==> config.mk <==
export PLATFORM = sky130hd
export DESIGN_NAME = key_press_classifier
export DESIGN_NICKNAME = d
export VERILOG_FILES = /design/src/design/kpc_pkg.sv /design/src/design/kpc_ram.sv /design/src/design/kpc_cfg_regs.sv /design/src/design/kpc_classify.sv /design/src/design/key_press_classifier.sv
export VERILOG_INCLUDE_DIRS = /design/src /design/src/design
export SDC_FILE = /design/constraint.sdc
export NUM_CORES = 2
export LEC_CHECK = 0
export BUFFER_PORTS_ARGS = -buffer_cell sky130_fd_sc_hd__buf_2
export CORE_MARGIN = 4
export CORE_UTILIZATION = 60
export DETAILED_ROUTE_END_ITERATION = 8
export PLACE_DENSITY = 0.73
export SLEW_MARGIN = 40
export SYNTH_ARGS = -nofsm -noshare
export SYNTH_HDL_FRONTEND = slang
export SYNTH_SLANG_ARGS = --single-unit
==> constraint.sdc <==
create_clock -name clk -period 21.9 [get_ports clk]
set_input_delay 1.095 -clock clk [delete_from_list [all_inputs] [get_ports clk]]
set_output_delay 1.095 -clock clk [all_outputs]
set_load 0.03 [all_outputs]
==> src/design/key_press_classifier_defines.svh <==
// assertion macros for the key press classifier
// used by the top level; needs nothing else
`ifndef KEY_PRESS_CLASSIFIER_DEFINES_SVH
`define KEY_PRESS_CLASSIFIER_DEFINES_SVH

// same-cycle implication, disabled while reset is low
`define KPC_ASSERT_IMP(label, clk, rst_n, ante, cons) \
  label: assert property (@(posedge clk) disable iff (!rst_n) (ante) |-> (cons)) \
    else $error("key_press_classifier: check failed");

// next-cycle implication, disabled while reset is low
`define KPC_ASSERT_NXT(label, clk, rst_n, ante, cons) \
  label: assert property (@(posedge clk) disable iff (!rst_n) (ante) |=> (cons)) \
    else $error("key_press_classifier: check failed");

`endif

==> src/design/kpc_pkg.sv <==
// shared types and constants for the key press classifier
// no dependencies
`default_nettype none

package kpc_pkg;

  localparam int unsigned SCAN_LINES   = 6;
  localparam int unsigned RETURN_LINES = 8;
  localparam int unsigned NUM_KEYS     = SCAN_LINES * RETURN_LINES;
  localparam int unsigned ADDR_W       = (NUM_KEYS > 1) ? $clog2(NUM_KEYS) : 1;

  localparam int unsigned KEY_W      = 6;
  localparam int unsigned TS_W       = 32;
  localparam int unsigned MASK_BITS  = 48;
  localparam int unsigned CFG_IDX_W  = 4;
  localparam int unsigned CFG_DATA_W = 48;

  localparam logic [TS_W-1:0]      LONG_PRESS_RST  = 32'd500;
  localparam logic [TS_W-1:0]      RELEASE_MIN_RST = 32'd100;
  localparam logic [MASK_BITS-1:0] KEY_MASK_RST    = 48'd151456011897289;
  localparam logic [KEY_W-1:0]     DOWN_ONLY_RST   = 6'd40;

  localparam logic [CFG_IDX_W-1:0] REG_LONG_PRESS  = 4'd0;
  localparam logic [CFG_IDX_W-1:0] REG_RELEASE_MIN = 4'd1;
  localparam logic [CFG_IDX_W-1:0] REG_KEY_MASK    = 4'd2;
  localparam logic [CFG_IDX_W-1:0] REG_DOWN_ONLY   = 4'd3;

  typedef enum logic [1:0] {
    KIND_DOWN = 2'd0,
    KIND_UP   = 2'd1,
    KIND_LONG = 2'd2
  } kind_t;

  typedef struct packed {
    logic [TS_W-1:0]      long_press_ms;
    logic [TS_W-1:0]      release_min_ms;
    logic [MASK_BITS-1:0] key_present_mask;
    logic [KEY_W-1:0]     down_only_key;
  } cfg_t;

  typedef struct packed {
    logic [KEY_W-1:0] key_index;
    logic             pressed;
    logic [TS_W-1:0]  now_ms;
  } item_t;

  typedef struct packed {
    logic  ev_vld;
    kind_t ev_kind;
    logic  stamp_we;
    logic  flag_we;
    logic  held;
    logic  lng;
  } upd_t;

endpackage

`default_nettype wire

==> src/design/kpc_ram.sv <==
// generic single-write, single-read ram with registered read data
// no dependencies
`default_nettype none

module kpc_ram #(
  parameter int unsigned WIDTH = 32,
  parameter int unsigned DEPTH = 48
) (
  input  wire logic                                       clk,
  input  wire logic                                       we,
  input  wire logic [((DEPTH > 1) ? $clog2(DEPTH) : 1)-1:0] waddr,
  input  wire logic [WIDTH-1:0]                           wdata,
  input  wire logic                                       re,
  input  wire logic [((DEPTH > 1) ? $clog2(DEPTH) : 1)-1:0] raddr,
  output logic      [WIDTH-1:0]                           rdata
);

  logic [WIDTH-1:0] mem [DEPTH];

  always_ff @(posedge clk) begin
    if (we) begin
      mem[waddr] <= wdata;
    end
    if (re) begin
      rdata <= mem[raddr];
    end
  end

endmodule

`default_nettype wire

==> src/design/kpc_cfg_regs.sv <==
// configuration register file of the key press classifier
// depends on kpc_pkg
`default_nettype none

module kpc_cfg_regs (
  input  wire logic                             clk,
  input  wire logic                             rst_n,
  input  wire logic                             wr_en,
  input  wire logic [kpc_pkg::CFG_IDX_W-1:0]    wr_index,
  input  wire logic [kpc_pkg::CFG_DATA_W-1:0]   wr_data,
  output kpc_pkg::cfg_t                         cfg
);

  kpc_pkg::cfg_t cfg_r, cfg_nxt;

  always_comb begin
    cfg_nxt = cfg_r;
    if (wr_en) begin
      case (wr_index)
        kpc_pkg::REG_LONG_PRESS:  cfg_nxt.long_press_ms    = wr_data[kpc_pkg::TS_W-1:0];
        kpc_pkg::REG_RELEASE_MIN: cfg_nxt.release_min_ms   = wr_data[kpc_pkg::TS_W-1:0];
        kpc_pkg::REG_KEY_MASK:    cfg_nxt.key_present_mask = wr_data[kpc_pkg::MASK_BITS-1:0];
        kpc_pkg::REG_DOWN_ONLY:   cfg_nxt.down_only_key    = wr_data[kpc_pkg::KEY_W-1:0];
        default: ;
      endcase
    end
  end

  always_ff @(posedge clk) begin
    if (!rst_n) begin
      cfg_r.long_press_ms    <= kpc_pkg::LONG_PRESS_RST;
      cfg_r.release_min_ms   <= kpc_pkg::RELEASE_MIN_RST;
      cfg_r.key_present_mask <= kpc_pkg::KEY_MASK_RST;
      cfg_r.down_only_key    <= kpc_pkg::DOWN_ONLY_RST;
    end else begin
      cfg_r <= cfg_nxt;
    end
  end

  assign cfg = cfg_r;

endmodule

`default_nettype wire

==> src/design/kpc_classify.sv <==
// per-key decision logic: down, up, long press or state clear
// depends on kpc_pkg
`default_nettype none

module kpc_classify (
  input  kpc_pkg::item_t                  item,
  input  wire logic [kpc_pkg::TS_W-1:0]   stamp,
  input  wire logic                       held,
  input  wire logic                       lng,
  input  kpc_pkg::cfg_t                   cfg,
  output kpc_pkg::upd_t                   upd
);

  logic [kpc_pkg::TS_W-1:0]      delta;
  logic [kpc_pkg::MASK_BITS-1:0] mask_sh;
  logic                          key_ok;

  always_comb begin
    upd      = '0;
    upd.held = held;
    upd.lng  = lng;
    upd.ev_kind = kpc_pkg::KIND_DOWN;
    delta    = item.now_ms - stamp;
    mask_sh  = cfg.key_present_mask >> item.key_index;
    key_ok   = (item.key_index < kpc_pkg::NUM_KEYS) &&
               (item.key_index < kpc_pkg::MASK_BITS) && mask_sh[0];

    if (key_ok) begin
      upd.flag_we = 1'b1;
      if (held && !lng) begin
        if (delta > cfg.long_press_ms) begin
          upd.lng     = 1'b1;
          upd.ev_vld  = 1'b1;
          upd.ev_kind = kpc_pkg::KIND_LONG;
        end else if (delta > cfg.release_min_ms && !item.pressed) begin
          upd.held    = 1'b0;
          upd.ev_vld  = 1'b1;
          upd.ev_kind = kpc_pkg::KIND_UP;
        end
      end else if (item.pressed && !lng) begin
        upd.held     = 1'b1;
        upd.stamp_we = 1'b1;
        upd.ev_vld   = 1'b1;
        upd.ev_kind  = kpc_pkg::KIND_DOWN;
      end else if (!item.pressed && lng) begin
        upd.held = 1'b0;
        upd.lng  = 1'b0;
      end
    end

    // down-only key keeps its state but reports nothing but presses
    if (upd.ev_vld && upd.ev_kind != kpc_pkg::KIND_DOWN &&
        item.key_index == cfg.down_only_key) begin
      upd.ev_vld = 1'b0;
    end
  end

endmodule

`default_nettype wire

==> src/design/key_press_classifier.sv <==
// top level of the key press classifier: handshakes, key state, result register
// depends on kpc_pkg, kpc_ram, kpc_cfg_regs, kpc_classify, key_press_classifier_defines.svh
//
//   channel  direction  handshake            payload
//   in_      slave      in_tvalid/in_tready  in_tdata  key, pressed, now_ms
//   out_     master     out_tvalid/out_tready out_tdata key, out_tuser kind
//   cfg_     slave      cfg_valid/cfg_ready  cfg_index, cfg_data
//
// one item per cycle sustained while the result slot is free or drained; an item waits
// in stage one for the registered read of the press stamp ram, then its event is offered
// from the result register; synchronous rst_n clears the held and long flags and valids
// and loads configuration defaults; a stalled result holds in the output register while
// the next item sits in stage one; cfg_ready is always high
`default_nettype none
`include "key_press_classifier_defines.svh"

module key_press_classifier (
  input  wire logic                            clk,
  input  wire logic                            rst_n,
  // in_tdata: key_index[5:0], pressed[6], now_ms[38:7], zero pad[39]
  input  wire logic                            in_tvalid,
  output logic                                 in_tready,
  input  wire logic [39:0]                     in_tdata,
  // out_tdata: event_key[5:0], zero pad[7:6]
  output logic                                 out_tvalid,
  input  wire logic                            out_tready,
  output logic      [7:0]                      out_tdata,
  // out_tuser: event_kind[1:0]
  output logic      [1:0]                      out_tuser,
  input  wire logic                            cfg_valid,
  output logic                                 cfg_ready,
  input  wire logic [kpc_pkg::CFG_IDX_W-1:0]   cfg_index,
  input  wire logic [kpc_pkg::CFG_DATA_W-1:0]  cfg_data
);

  localparam int unsigned AW = kpc_pkg::ADDR_W;
  localparam int unsigned NK = kpc_pkg::NUM_KEYS;

  kpc_pkg::cfg_t  cfg;
  kpc_pkg::item_t in_item;
  kpc_pkg::upd_t  upd;

  // stage one: item register
  kpc_pkg::item_t s1_r, s1_nxt;
  logic           s1_vld_r, s1_vld_nxt;

  // forward path for a stamp written on the same edge as the ram read
  logic                     fwd_vld_r, fwd_vld_nxt;
  logic [kpc_pkg::KEY_W-1:0] fwd_key_r, fwd_key_nxt;
  logic [kpc_pkg::TS_W-1:0]  fwd_stamp_r, fwd_stamp_nxt;

  // per-key flags
  logic [NK-1:0] held_r, held_nxt;
  logic [NK-1:0] long_r, long_nxt;

  // result register
  logic                      out_vld_r, out_vld_nxt;
  logic [kpc_pkg::KEY_W-1:0] out_key_r, out_key_nxt;
  kpc_pkg::kind_t            out_kind_r, out_kind_nxt;

  logic                     in_acc;
  logic                     s1_adv;
  logic [AW-1:0]            rd_addr;
  logic [AW-1:0]            s1_addr;
  logic [kpc_pkg::TS_W-1:0] ram_rdata;
  logic [kpc_pkg::TS_W-1:0] stamp_eff;
  logic                     held_bit;
  logic                     long_bit;

  assign cfg_ready = 1'b1;

  assign in_item.key_index = in_tdata[5:0];
  assign in_item.pressed   = in_tdata[6];
  assign in_item.now_ms    = in_tdata[38:7];

  // stage one moves on whenever the result slot is free or being drained
  assign s1_adv    = s1_vld_r && (!out_vld_r || out_tready);
  assign in_tready = !s1_vld_r || s1_adv;
  assign in_acc    = in_tvalid && in_tready;

  // out-of-range keys read entry zero; the decision ignores them anyway
  assign rd_addr = (in_item.key_index < NK) ? AW'(in_item.key_index) : '0;
  assign s1_addr = (s1_r.key_index < NK) ? AW'(s1_r.key_index) : '0;

  kpc_cfg_regs u_cfg (
    .clk      (clk),
    .rst_n    (rst_n),
    .wr_en    (cfg_valid && cfg_ready),
    .wr_index (cfg_index),
    .wr_data  (cfg_data),
    .cfg      (cfg)
  );

  kpc_ram #(
    .WIDTH (kpc_pkg::TS_W),
    .DEPTH (NK)
  ) u_stamp_ram (
    .clk   (clk),
    .we    (s1_adv && upd.stamp_we),
    .waddr (s1_addr),
    .wdata (s1_r.now_ms),
    .re    (in_acc),
    .raddr (rd_addr),
    .rdata (ram_rdata)
  );

  // the ram read misses a write on its own edge, so take the forwarded stamp then
  assign stamp_eff = (fwd_vld_r && fwd_key_r == s1_r.key_index) ? fwd_stamp_r : ram_rdata;
  assign held_bit  = held_r[s1_addr];
  assign long_bit  = long_r[s1_addr];

  kpc_classify u_classify (
    .item  (s1_r),
    .stamp (stamp_eff),
    .held  (held_bit),
    .lng   (long_bit),
    .cfg   (cfg),
    .upd   (upd)
  );

  always_comb begin
    s1_nxt        = s1_r;
    s1_vld_nxt    = s1_vld_r;
    fwd_vld_nxt   = fwd_vld_r;
    fwd_key_nxt   = fwd_key_r;
    fwd_stamp_nxt = fwd_stamp_r;
    held_nxt      = held_r;
    long_nxt      = long_r;
    out_vld_nxt   = out_vld_r;
    out_key_nxt   = out_key_r;
    out_kind_nxt  = out_kind_r;

    // result slot drains, then may refill from stage one
    if (out_vld_r && out_tready) begin
      out_vld_nxt = 1'b0;
    end
    if (s1_adv) begin
      out_vld_nxt  = upd.ev_vld;
      out_key_nxt  = s1_r.key_index;
      out_kind_nxt = upd.ev_kind;
      if (upd.flag_we) begin
        held_nxt[s1_addr] = upd.held;
        long_nxt[s1_addr] = upd.lng;
      end
      s1_vld_nxt = 1'b0;
    end

    if (in_acc) begin
      s1_nxt        = in_item;
      s1_vld_nxt    = 1'b1;
      fwd_vld_nxt   = s1_adv && upd.stamp_we;
      fwd_key_nxt   = s1_r.key_index;
      fwd_stamp_nxt = s1_r.now_ms;
    end
  end

  always_ff @(posedge clk) begin
    if (!rst_n) begin
      s1_vld_r  <= 1'b0;
      fwd_vld_r <= 1'b0;
      held_r    <= '0;
      long_r    <= '0;
      out_vld_r <= 1'b0;
    end else begin
      s1_vld_r  <= s1_vld_nxt;
      fwd_vld_r <= fwd_vld_nxt;
      held_r    <= held_nxt;
      long_r    <= long_nxt;
      out_vld_r <= out_vld_nxt;
    end
  end

  // payload registers, no reset
  always_ff @(posedge clk) begin
    s1_r        <= s1_nxt;
    fwd_key_r   <= fwd_key_nxt;
    fwd_stamp_r <= fwd_stamp_nxt;
    out_key_r   <= out_key_nxt;
    out_kind_r  <= out_kind_nxt;
  end

  assign out_tvalid = out_vld_r;
  assign out_tdata  = {2'b00, out_key_r};
  assign out_tuser  = out_kind_r;

  // a key never carries a long flag without being held
  `KPC_ASSERT_IMP(a_long_needs_held, clk, rst_n, 1'b1, (long_r & ~held_r) == '0)
  // an empty result slot never blocks the input
  `KPC_ASSERT_IMP(a_ready_when_empty, clk, rst_n, !out_vld_r, in_tready)
  // results only name real matrix keys
  `KPC_ASSERT_IMP(a_out_key_range, clk, rst_n, out_vld_r, out_key_r < NK)
  // a stage-one item that cannot move on stays as it is
  `KPC_ASSERT_NXT(a_s1_holds, clk, rst_n, s1_vld_r && !s1_adv, s1_vld_r && $stable(s1_r))

endmodule

`default_nettype wire
==> impl_results.md <==
- HP Class: in2reg
- Placed cell area: 77,300 um^2
- CTS tree: yes
- Peak supply drop: 92.1 uV
- Initial DRC count: 7,222
- Worst Path Arrival: between 9000 and 10,000 ps
- Post-CTS Resized: 0
- Mean post-synth cell area: 13.5 um^2
- Yosys reg bits: 1,870
- Finished Cell Area: between 80,000 and 90,000 um^2
- IO Count: 110
- Hold-fix buffers at CTS: 0
- Ys Warns: 0
- Critical path data required time: 22,530 ps
- Root Driver: clkbuf_16
- Period utilization: 38.9%
- Most frequent CP cell: a311oi_1
- PD cells: 91.3 nW/um^2
- Worst-path clk slew: roughly 60 ps
- # H-tree levels: 4
- Setup Viol. Count Final: 0
- Synth cell types: 76
- GPL Wtd Cong: 0.907
- Post-CTS setup repair buffer count: 0
- Unrepaired setup endpoints after global routing: false
- Layout area overhead: 10.9%
- Die height: 362 um
- Routed WL: 207 mm
- Antenna violations before repair: 2
- Nets: 5,779
- Residual DRC: 0
- Max-Cap Viols: 0
- Setup Total Neg Slack: 0 ps
- Die W: 362 um
- Final hold violations: 0
- Mapped Cells: 5,559
- CP max FO: 48
- Slew headroom: 35.8%
- Largest net degree at the start of global routing: 151
- Mapped Area: 75,000 um^2
- Site Rows: 129
- GR Util All Layers: 31.1%
- GRT overflow: 0
- Post-synthesis sequential area ratio: 72.0%
- Clock Latency Late Sink: 830 ps
- Vias: about 49,000
- Die area: ~130,000 um^2
- Worst Max-Slew Pin Slew: between 900 and 1000 ps
- Hpwl dp: 105 mm
- Routed Antenna Nets: 0
- Vias per inst: 6.72
- Status: finished, final reports clean
- Filler Cell Count: about 8,500
- Vias in the first global route: 47,100
- Placeable Area: 124,000 um^2
- First-pass GRT wire length: 303 mm
- Most common cell after layout, fill and taps aside: edfxtp_1
- CP Capture Type: flip-flop
- Clock sink count: 1,870
- Clock Skew: 37.7 ps
- Startpoint class of the critical path: flip-flop
- Final total power: 7600 uW
- Most frequent cells in the layout: 1,653 x edfxtp_1, 1,025 x nand2_1, 391 x o22ai_1, 285 x a21oi_1, 279 x a311oi_1
- # port buffers: 105
- Max Freq: 118 MHz
- Async set-reset flop share out of synthesis: 0%
- Slowest stage cell, crit path: edfxtp_1
- Setup CP Type: reg2reg
- EDFF count, synth: 1,653
- Pleak: 0.0274 uW
- Routed length per instance: 28.1 um
- Fraction of layout cells with a size suffix above 1: 10.9%
- Max Slew Vio Count: 0
- Min Clock Period, post-route: approximately 8500 ps
- Synth Flop Type: edfxtp_1
- CTS max path bufs: 3
- Max incr delay on CP: 680 ps
- Initial Utilization: around three fifths
- Drt first pass iters: 6
- Cts bufs inserted: 179
-- flip-flops by register name, summed over array words and instances, names as in the netlist --
signal,cells
fwd_key_r,6
out_tuser,2
u_cfg.cfg,118
u_stamp_ram.rdata,32
s1_r,39
held_r,48
long_r,48
out_key_r,6
out_tvalid,1
s1_vld_r,1
fwd_stamp_r,32
u_stamp_ram.mem,1536
fwd_vld_r,1
-- routing by layer --
metal	wire length [um]	up-vias	track usage, %
met4	8560	0	12.9
met1	80600	24300	44.7
met3	24300	437	6.30
li1	-	21600	-
met2	93500	3157	47.0
met5	0	-	0
-- layout make-up --
class                      instances  area (um^2)  area share (%)
multi-input combinational       3200        19300            23.3
inverter                          87          332           0.399
tap                             1637         2050            2.46
sequential                      1870        54000            64.9
clock inverter                    99         1080            1.30
timing repair buffer             245         1700            2.04
clock buffer                     225         4700            5.65
antenna                            1         2.50         0.00301
-- path summary, 6_finish.rpt --
| kind | end | start | slack (ps) | depth (start not counted) |
|---|---|---|---|---|
| setup / recovery | held_r[21] | s1_r[36] | 13390 | 25 |
| hold / removal | s1_r[8] | in_tdata[15] | 440 | 1 |
| setup reg to reg | held_r[21] | s1_r[36] | 13390 | 25 |
| hold reg to reg | u_cfg.cfg[98] | u_cfg.cfg[98] | 470 | 2 |
-- cells in the mapped netlist, types with 57 or more instances --
cell type	n	area share (%)
edfxtp_1	1653	66
a211oi_1	82	0.82
a21oi_1	286	1.9
and3_1	75	0.63
inv_1	85	0.43
o21ai_0	148	0.99
a31oi_1	150	1.3
dfxtp_1	217	5.8
nor2_1	57	0.29
clkbuf_1	331	1.7
a21boi_0	81	0.81
nor3_1	89	0.59
o22ai_1	391	3.3
a311oi_1	279	3.3
nand2_1	1030	5.2
ha_1	98	1.6
-- report_power, final --
part	switching, uW	internal, uW
Combinational	437	192
Sequential	10.0	3900
Clock	1320	1740
-- worst max-delay path: cells and delay by family, from the launching register on --
| kind | cells | cell delay [ps] |
|---|---|---|
| AO/OA/AOI/OAI | 9 | 2690 |
| XOR/XNOR | 2 | 860 |
| adder cells (fa/ha/maj) | 2 | 460 |
| buffers and inverters | 2 | 1110 |
| flip-flops | 1 | 680 |
| multiplexers | 1 | 410 |
| AND/OR/NAND/NOR | 9 | 2010 |
-- logic make-up (layout without fill, tap and decap cells) --
logic type	Yosys count	in the layout	synth area share, %
AO/OA/AOI/OAI	1541	1541	13.7
XOR/XNOR	38	38	0.444
adder cells (fa/ha/maj)	99	99	1.66
buffers and inverters	490	656	2.60
flip-flops	1870	1870	72.0
multiplexers	81	81	1.39
other	2	4	0.0100
AND/OR/NAND/NOR	1438	1438	8.19
-- per-stage QoR --
stage	instances	util (%)	hold WS (ps)	setup WS [ps]
2_1_floorplan	5560	-	435	14930
3_3_place_gp	7037	62.3	445	13700
3_5_place_dp	7038	62.4	453	13640
4_1_cts	7362	67.0	404	13590
5_1_grt	7364	67.1	428	12720
6_report	7364	67.1	442	13390
(Power assumes the default switching activity.)
